File: config.mk
export PLATFORM = sky130hd
export DESIGN_NAME = imu_complementary_tilt_filter
export DESIGN_NICKNAME = d
export VERILOG_FILES = /design/src/sv/ictf_pkg.sv /design/src/sv/ictf_cordic.sv /design/src/sv/ictf_serial_mul.sv /design/src/sv/ictf_serial_div.sv /design/src/sv/imu_complementary_tilt_filter.sv
export SDC_FILE = /design/constraint.sdc
export NUM_CORES = 2
export LEC_CHECK = 0
export CELL_PAD_IN_SITES_DETAIL_PLACEMENT = 1
export CELL_PAD_IN_SITES_GLOBAL_PLACEMENT = 2
export CORE_ASPECT_RATIO = 1.75
export CORE_MARGIN = 2
export CORE_UTILIZATION = 38
export CTS_CLUSTER_DIAMETER = 80
export DETAILED_ROUTE_END_ITERATION = 10
export DONT_BUFFER_PORTS = 1
export HOLD_SLACK_MARGIN = 0.05
export PLACE_DENSITY = 0.82
export SYNTH_ARGS = -nofsm -noshare
export SYNTH_HDL_FRONTEND = slang
export SYNTH_HIERARCHICAL = 1
export SYNTH_SLANG_ARGS = --single-unit
File: constraint.sdc
create_clock -name clk -period 8.5 [get_ports clk]
set_clock_uncertainty 0.2 [all_clocks]
set_input_delay 1.7 -clock clk [delete_from_list [all_inputs] [get_ports clk]]
set_output_delay 1.7 -clock clk [all_outputs]
set_load 0.03 [all_outputs]
File: src/sv/ictf_pkg.sv
// Shared types and constants for the tilt filter
package ictf_pkg;
  localparam int TableSize = 24;
  localparam logic [63:0] Q24Deg180 = 64'd3019898880;

  typedef enum logic [2:0] {
    ST_IDLE, ST_GMUL, ST_GDIV, ST_CORDIC, ST_BLEND, ST_OUT
  } state_t;

  function automatic logic [31:0] atan_q24(input logic [4:0] i);
    logic [31:0] r;
    case (i)
      5'd0: r = 32'd754974720;  5'd1: r = 32'd445687602;
      5'd2: r = 32'd235489088;  5'd3: r = 32'd119537938;
      5'd4: r = 32'd60000934;   5'd5: r = 32'd30029717;
      5'd6: r = 32'd15018523;   5'd7: r = 32'd7509720;
      5'd8: r = 32'd3754917;    5'd9: r = 32'd1877466;
      5'd10: r = 32'd938734;    5'd11: r = 32'd469367;
      5'd12: r = 32'd234684;    5'd13: r = 32'd117342;
      5'd14: r = 32'd58671;     5'd15: r = 32'd29335;
      5'd16: r = 32'd14668;     5'd17: r = 32'd7334;
      5'd18: r = 32'd3667;      5'd19: r = 32'd1833;
      5'd20: r = 32'd917;       5'd21: r = 32'd458;
      5'd22: r = 32'd229;       5'd23: r = 32'd115;
      default: r = 32'd0;
    endcase
    return r;
  endfunction
endpackage

File: src/sv/ictf_cordic.sv
// Vectoring CORDIC giving atan2(a, z) + 180 degrees in Q24, one step a cycle
module ictf_cordic import ictf_pkg::*; #(
  parameter int Iterations = 16
) (
  input  logic               clk,
  input  logic               rst,
  input  logic               start,
  input  logic signed [15:0] a,
  input  logic signed [15:0] z,
  output logic               done,
  output logic signed [35:0] angle
);
  localparam int CntW = $clog2(Iterations + 1);
  // 16-bit inputs scaled by 2^30; growth below 2 bits
  logic signed [48:0] x, y;
  logic signed [35:0] acc;
  logic [CntW-1:0] cnt;
  logic busy;
  logic [4:0] idx;

  assign idx = 5'(cnt);

  always_ff @(posedge clk) begin
    if (rst) begin
      busy <= 1'b0;
      done <= 1'b0;
    end else begin
      done <= 1'b0;
      if (start) begin
        busy <= 1'b1;
        cnt  <= '0;
        if (z < 0) begin
          x   <= -($signed({{33{z[15]}}, z}) <<< 30);
          y   <= -($signed({{33{a[15]}}, a}) <<< 30);
          acc <= (a >= 0) ? 36'sd3019898880 : -36'sd3019898880;
        end else begin
          x   <= $signed({{33{z[15]}}, z}) <<< 30;
          y   <= $signed({{33{a[15]}}, a}) <<< 30;
          acc <= '0;
        end
      end else if (busy) begin
        if (cnt == CntW'(Iterations) || idx >= 5'(TableSize)) begin
          busy  <= 1'b0;
          done  <= 1'b1;
          angle <= acc + 36'sd3019898880;
        end else begin
          cnt <= cnt + 1'b1;
          if (y > 0) begin
            x   <= x + (y >>> idx);
            y   <= y - (x >>> idx);
            acc <= acc + $signed({4'd0, atan_q24(idx)});
          end else if (y < 0) begin
            x   <= x - (y >>> idx);
            y   <= y + (x >>> idx);
            acc <= acc - $signed({4'd0, atan_q24(idx)});
          end
        end
      end
    end
  end
endmodule

File: src/sv/ictf_serial_mul.sv
// Shift-add multiplier, one multiplier bit a cycle
module ictf_serial_mul #(
  parameter int AW = 40,
  parameter int BW = 20
) (
  input  logic              clk,
  input  logic              rst,
  input  logic              start,
  input  logic [AW-1:0]     a,
  input  logic [BW-1:0]     b,
  output logic              done,
  output logic [AW+BW-1:0]  p
);
  localparam int CW = $clog2(BW + 1);
  logic [AW+BW-1:0] mcand;
  logic [BW-1:0] mplier;
  logic [CW-1:0] cnt;
  logic busy;

  always_ff @(posedge clk) begin
    if (rst) begin
      busy <= 1'b0;
      done <= 1'b0;
    end else begin
      done <= 1'b0;
      if (start) begin
        busy   <= 1'b1;
        cnt    <= '0;
        mcand  <= {{BW{1'b0}}, a};
        mplier <= b;
        p      <= '0;
      end else if (busy) begin
        if (mplier[0]) p <= p + mcand;
        mcand  <= mcand << 1;
        mplier <= mplier >> 1;
        cnt    <= cnt + 1'b1;
        if (cnt == CW'(BW - 1)) begin
          busy <= 1'b0;
          done <= 1'b1;
        end
      end
    end
  end
endmodule

File: src/sv/ictf_serial_div.sv
// Restoring divider, one quotient bit a cycle
module ictf_serial_div #(
  parameter int NW = 60,
  parameter int DW = 28
) (
  input  logic          clk,
  input  logic          rst,
  input  logic          start,
  input  logic [NW-1:0] num,
  input  logic [DW-1:0] den,
  output logic          done,
  output logic [NW-1:0] quo
);
  localparam int CW = $clog2(NW + 1);
  logic [DW:0] rem;
  logic [DW:0] trial;
  logic [CW-1:0] cnt;
  logic busy;

  assign trial = {rem[DW-1:0], quo[NW-1]} - {1'b0, den};

  always_ff @(posedge clk) begin
    if (rst) begin
      busy <= 1'b0;
      done <= 1'b0;
    end else begin
      done <= 1'b0;
      if (start) begin
        busy <= 1'b1;
        cnt  <= '0;
        rem  <= '0;
        quo  <= num;
      end else if (busy) begin
        if (!trial[DW]) begin
          rem <= trial;
          quo <= {quo[NW-2:0], 1'b1};
        end else begin
          rem <= {rem[DW-1:0], quo[NW-1]};
          quo <= {quo[NW-2:0], 1'b0};
        end
        cnt <= cnt + 1'b1;
        if (cnt == CW'(NW - 1)) begin
          busy <= 1'b0;
          done <= 1'b1;
        end
      end
    end
  end
endmodule

File: src/sv/imu_complementary_tilt_filter.sv
// Top level of the complementary pitch and roll tilt filter
// Usage:
//   s_axis carries one raw IMU sample per request; m_axis carries the
//   filtered pitch and roll. cfg_we/cfg_index/cfg_data write blend_weight
//   (index 0) and gyro_dps_per_count (index 1). The user writes them only
//   while the block is idle; the block itself does not enforce this. Each axis
//   runs in turn through a bit-serial multiplier (scale times gyro, then
//   times elapsed time), a bit-serial divider, a vectoring CORDIC and
//   two more passes through the serial multiplier for the blend. One
//   sample is in flight at a time: a new request is not taken until the
//   result of the last one has been accepted on m_axis.
//   s_axis_tready is low while a sample is being worked on or its result
//   waits; when the receiver stalls the result holds on m_axis.
//   Reset clears both angles to zero and loads the default blend weight
//   and gyro scale.
module imu_complementary_tilt_filter import ictf_pkg::*; #(
  parameter int ANGLE_FRAC_BITS = 16,
  parameter int ATAN_ITERATIONS = 16
) (
  input  logic        clk,
  input  logic        rst,
  input  logic        s_axis_tvalid,
  output logic        s_axis_tready,
  // accel_x, accel_y, accel_z, gyro_x, gyro_y, elapsed_us, zero pad
  input  logic [103:0] s_axis_tdata,
  output logic        m_axis_tvalid,
  input  logic        m_axis_tready,
  // pitch_deg, roll_deg
  output logic [63:0] m_axis_tdata,
  input  logic        cfg_we,
  input  logic        cfg_index,
  input  logic [23:0] cfg_data
);
  localparam int Sh = 24 - ANGLE_FRAC_BITS;
  localparam int DenW = 20 + Sh;
  localparam logic [DenW-1:0] Den = DenW'(64'd1000000 << Sh);
  localparam logic signed [63:0] Max32 = 64'sd2147483647;
  localparam logic signed [63:0] Min32 = -64'sd2147483648;

  logic [15:0] blend_weight;
  logic [23:0] gyro_dps_per_count;
  logic signed [31:0] pitch_angle, roll_angle;
  logic signed [15:0] ax, ay, az, g;
  logic [19:0] us;
  logic axis;
  state_t state, state_next;
  logic [1:0] phase;

  logic m1_start, m1_done, dv_start, dv_done, cd_start, cd_done;
  logic [59:0] m1_p, dv_q;
  logic [39:0] m1_a;
  logic [19:0] m1_b;
  logic g_neg;
  logic [15:0] gx_mag, g_mag;
  logic signed [35:0] cd_ang;
  logic signed [63:0] prop, tilt, sum;
  logic signed [63:0] delta;
  logic signed [63:0] rs;

  always_ff @(posedge clk) begin
    if (rst) begin
      blend_weight       <= 16'd64225;
      gyro_dps_per_count <= 24'd256140;
    end else if (cfg_we) begin
      if (cfg_index == 1'b0) blend_weight <= cfg_data[15:0];
      else gyro_dps_per_count <= cfg_data;
    end
  end

  always_comb begin
    state_next = state;
    unique case (state)
      ST_IDLE:   if (s_axis_tvalid) state_next = ST_GMUL;
      ST_GMUL:   if (m1_done && phase == 2'd1) state_next = ST_GDIV;
      ST_GDIV:   if (dv_done) state_next = ST_CORDIC;
      ST_CORDIC: if (cd_done) state_next = ST_BLEND;
      ST_BLEND:  if (m1_done && phase == 2'd3) state_next = axis ? ST_OUT : ST_GMUL;
      ST_OUT:    if (m_axis_tready) state_next = ST_IDLE;
      default:   state_next = ST_IDLE;
    endcase
  end

  always_comb begin
    s_axis_tready = (state == ST_IDLE);
    m_axis_tvalid = (state == ST_OUT);
  end

  assign m_axis_tdata = {roll_angle, pitch_angle};
  assign delta = g_neg ? -$signed({4'd0, dv_q}) : $signed({4'd0, dv_q});
  assign gx_mag = s_axis_tdata[63] ? 16'(~s_axis_tdata[63:48] + 16'd1) : s_axis_tdata[63:48];
  assign g_mag = g[15] ? 16'($unsigned(~g) + 16'd1) : $unsigned(g);

  function automatic logic signed [63:0] sat(input logic signed [63:0] v);
    if (v > Max32) return Max32;
    if (v < Min32) return Min32;
    return v;
  endfunction

  ictf_serial_mul #(.AW(40), .BW(20)) u_mul (
    .clk, .rst, .start(m1_start), .a(m1_a), .b(m1_b), .done(m1_done), .p(m1_p)
  );
  ictf_serial_div #(.NW(60), .DW(DenW)) u_div (
    .clk, .rst, .start(dv_start), .num(m1_p + 60'(Den >> 1)), .den(Den),
    .done(dv_done), .quo(dv_q)
  );
  ictf_cordic #(.Iterations(ATAN_ITERATIONS)) u_cordic (
    .clk, .rst, .start(cd_start), .a(axis ? ay : ax), .z(az),
    .done(cd_done), .angle(cd_ang)
  );

  assign rs = (64'(cd_ang) + ((Sh > 0) ? (64'sd1 <<< (Sh - 1)) : 64'sd0)) >>> Sh;

  always_ff @(posedge clk) begin
    if (rst) begin
      state       <= ST_IDLE;
      pitch_angle <= '0;
      roll_angle  <= '0;
      m1_start    <= 1'b0;
      dv_start    <= 1'b0;
      cd_start    <= 1'b0;
    end else begin
      state    <= state_next;
      m1_start <= 1'b0;
      dv_start <= 1'b0;
      cd_start <= 1'b0;
      unique case (state)
        ST_IDLE: if (s_axis_tvalid) begin
          ax    <= s_axis_tdata[15:0];
          ay    <= s_axis_tdata[31:16];
          az    <= s_axis_tdata[47:32];
          us    <= s_axis_tdata[99:80];
          axis  <= 1'b0;
          g_neg <= s_axis_tdata[63];
          g     <= s_axis_tdata[79:64];
          phase <= 2'd0;
          m1_a  <= {16'd0, gyro_dps_per_count};
          m1_b  <= {4'd0, gx_mag};
          m1_start <= 1'b1;
        end
        ST_GMUL: if (m1_done) begin
          if (phase == 2'd0) begin
            phase <= 2'd1;
            m1_a  <= m1_p[39:0];
            m1_b  <= us;
            m1_start <= 1'b1;
          end else begin
            dv_start <= 1'b1;
          end
        end
        ST_GDIV: if (dv_done) begin
          prop <= sat(64'(axis ? roll_angle : pitch_angle) + delta);
          cd_start <= 1'b1;
        end
        ST_CORDIC: if (cd_done) begin
          tilt  <= rs;
          phase <= 2'd2;
          m1_a  <= 40'(prop);
          m1_b  <= 20'(blend_weight);
          m1_start <= 1'b1;
        end
        ST_BLEND: if (m1_done) begin
          if (phase == 2'd2) begin
            sum   <= $signed({4'd0, m1_p})
                     - (prop[63] ? ($signed({44'd0, blend_weight}) <<< 40) : 64'sd0);
            phase <= 2'd3;
            m1_a  <= 40'(tilt);
            m1_b  <= 20'(17'h10000 - {1'b0, blend_weight});
            m1_start <= 1'b1;
          end else begin
            if (axis) roll_angle <= 32'(sat((sum + $signed(64'(m1_p[59:0])) -
              (tilt[63] ? ($signed(64'(17'h10000 - {1'b0, blend_weight})) <<< 40)
              : 64'sd0) + 64'sd32768) >>> 16));
            else pitch_angle <= 32'(sat((sum + $signed(64'(m1_p[59:0])) -
              (tilt[63] ? ($signed(64'(17'h10000 - {1'b0, blend_weight})) <<< 40)
              : 64'sd0) + 64'sd32768) >>> 16));
            if (!axis) begin
              axis  <= 1'b1;
              phase <= 2'd0;
              g_neg <= ~g[15] && (g != 0);
              m1_a  <= {16'd0, gyro_dps_per_count};
              m1_b  <= {4'd0, g_mag};
              m1_start <= 1'b1;
            end
          end
        end
        ST_OUT: ;
        default: ;
      endcase
    end
  end
endmodule

==> reports/qor.txt <==
Run status: completed
Starting Density: 38.2%
Setup Fix Bufs, Post-CTS: 0
GR Overflow Total: 0
H-Tree Depth: 3
I/O pins: 200
P&R area growth vs syn: 9.47%
Endpoints failing hold: 0
Power share of the combinational group: 39.9%
Via density: 6.03
Avg Synthesized Cell Area: 9.30 um^2
Global-route wire length before repair: 409000 um
CP max stage delay: 0.51 ns
Slew @ Worst Pin: 1.43 ns
Fill count: 20.9k
CP max-delay cell: or3_1
Worst-Skew Late Latency: 0.77 ns
Clock slew at reported path FFs: 0.07 ns
Clock Power Share: 25.9%
GR Util All Layers: 29.1%
Layout cells sized above 1: 11.9%
Die Height: 572 um
Residual DRC: 0
Routed Antenna Nets: 0
Hold WS: 0.245 ns
Most common cell after layout, fill and taps aside: nor2_1
Routed wire length: 279000 um
Most frequent cells in the layout: 688 x nor2_1, 686 x edfxtp_1, 664 x nand2_1
Die width: 328 um
Internal cell power: 9.59 mW
Resize count post-CTS: 0
Leakage: 29.4 nW
Crit path max fanout: 34
1st-iter DRT viols: 3432
CTS tree: yes
CP Capture Type: register
Wire per inst: 27.9 um
Max Transition Viols Final: 0
Pre-CTS WS: 0.350 ns
Detailed Place HPWL: 223000 um
Final net count: 8133
Core area: 183000 um^2
CTS Hold Bufs: 0
Hold crit path type: reg2reg
Endpoints failing setup: 0
Port bufs: 0
TNS Setup: 0 ns
Cts bufs inserted: 88
Num rows: 208
IR drop worst, VDD: 0.196 mV
RSZ-0062 raised after global routing: no
Rel. slew slack: 3.12%
Ys Warns: 6
Pwr per Cell Area: 210 nW/um^2
Number of global-route vias before repair: 64.0k
Final period util: 95.5%
Worst setup margin: 0.384 ns
Pin count of the biggest net entering global routing: 127
Switch Pwr: 6.52 mW
Crit Path Class: reg2reg
Sw Share: 40.5%
Max Clk Rate: 123 MHz
DIE AREA: 188000 um^2
Sequential share of power: 34.2%
Worst-case clock buffer depth: 3
Fin util: 41.8%
Area of the mapped netlist: 70000 um^2
Root buffer cell: clkbuf_16
CTS Sinks: 832
Fin crit period: 8.12 ns
Initial antenna violation count: 33
DRT Pass-1 Iters: 5
Number of max-cap violations: 0
Placer congestion estimate: 1.08
Cells after Synth: 7522
Routed vias: 60.3k
CP required: 8.80 ns
Crit start category: register
Crit path DAT: 8.41 ns
[critical path, delay by kind of cell, from the launching register on]
family          cells  cell delay, ns
simple gates       15            3.88
compound gates      7            1.77
fa+ha+maj           2            0.73
buf+inv             3            0.53
flops               1            0.46
xor+xnor            1            0.18
[through the flow]
| stage | instance area (um^2) | std cells | total power, mW |
|---|---|---|---|
| 2_1_floorplan | 70100 | 7549 | 9.80 |
| 3_3_place_gp | 73400 | 9817 | 11.8 |
| 3_5_place_dp | 73400 | 9817 | 12.0 |
| 4_1_cts | 76600 | 9982 | 16.2 |
| 5_1_grt | 76600 | 9983 | 17.0 |
| 6_report | 76600 | 9999 | 16.1 |
[layout make-up]
type	count	area, um^2	area share, %
antenna	17	42.5	0.0555
clock buffer	107	2430	3.17
timing repair buffer	245	2010	2.63
multi-input combinational	5984	43600	56.9
sequential	832	23500	30.7
inverter	341	1280	1.67
clock inverter	58	682	0.890
tap	2415	3020	3.94
[power groups by stage]
| stage | logic [mW] | registers [mW] | clock network, mW |
|---|---|---|---|
| after floorplan | 4.46 | 5.34 | 0 |
| after global placement | 6.25 | 5.57 | 0 |
| after detailed placement | 6.36 | 5.59 | 0 |
| after CTS | 6.41 | 5.51 | 4.28 |
| after global routing | 6.99 | 5.55 | 4.40 |
| final | 6.43 | 5.51 | 4.17 |
[final timing paths]
kind	from	to	slack, ns	depth (start not counted)
worst max-delay path	u_div/quo[9]	prop[11]	0.38	28
worst min-delay path	u_cordic/acc[8]	u_cordic/angle[8]	0.25	0
worst max register to register	u_div/quo[9]	prop[11]	0.38	28
worst min register to register	u_cordic/acc[8]	u_cordic/angle[8]	0.25	0
[routing by layer]
metal | vias to the layer above | share of wire (%) | global-route usage, %
met5 | - | 0.066 | 0
li1 | 27800 | - | -
met3 | 847 | 5.8 | 5.86
met4 | 28 | 9.8 | 24.3
met1 | 29900 | 32 | 27.2
met2 | 1738 | 52 | 53.8
[sequential cells by signal, indices dropped and copies added (netlist names), 20 cells and up, named ones only]
name and count:
u_div/rem 28, u_cordic/y 49, u_cordic/x 49, u_cordic/angle 29, pitch_angle 32, u_mul/mcand 60, m1_b 20, u_div/quo 60
u_mul/mplier 20, us 20, roll_angle 32, u_mul/p 60, sum 61, tilt 29, prop 41, m1_a 40
u_cordic/acc 36, gyro_dps_per_count 24
Note: power is estimated with default switching activity, not from simulation.
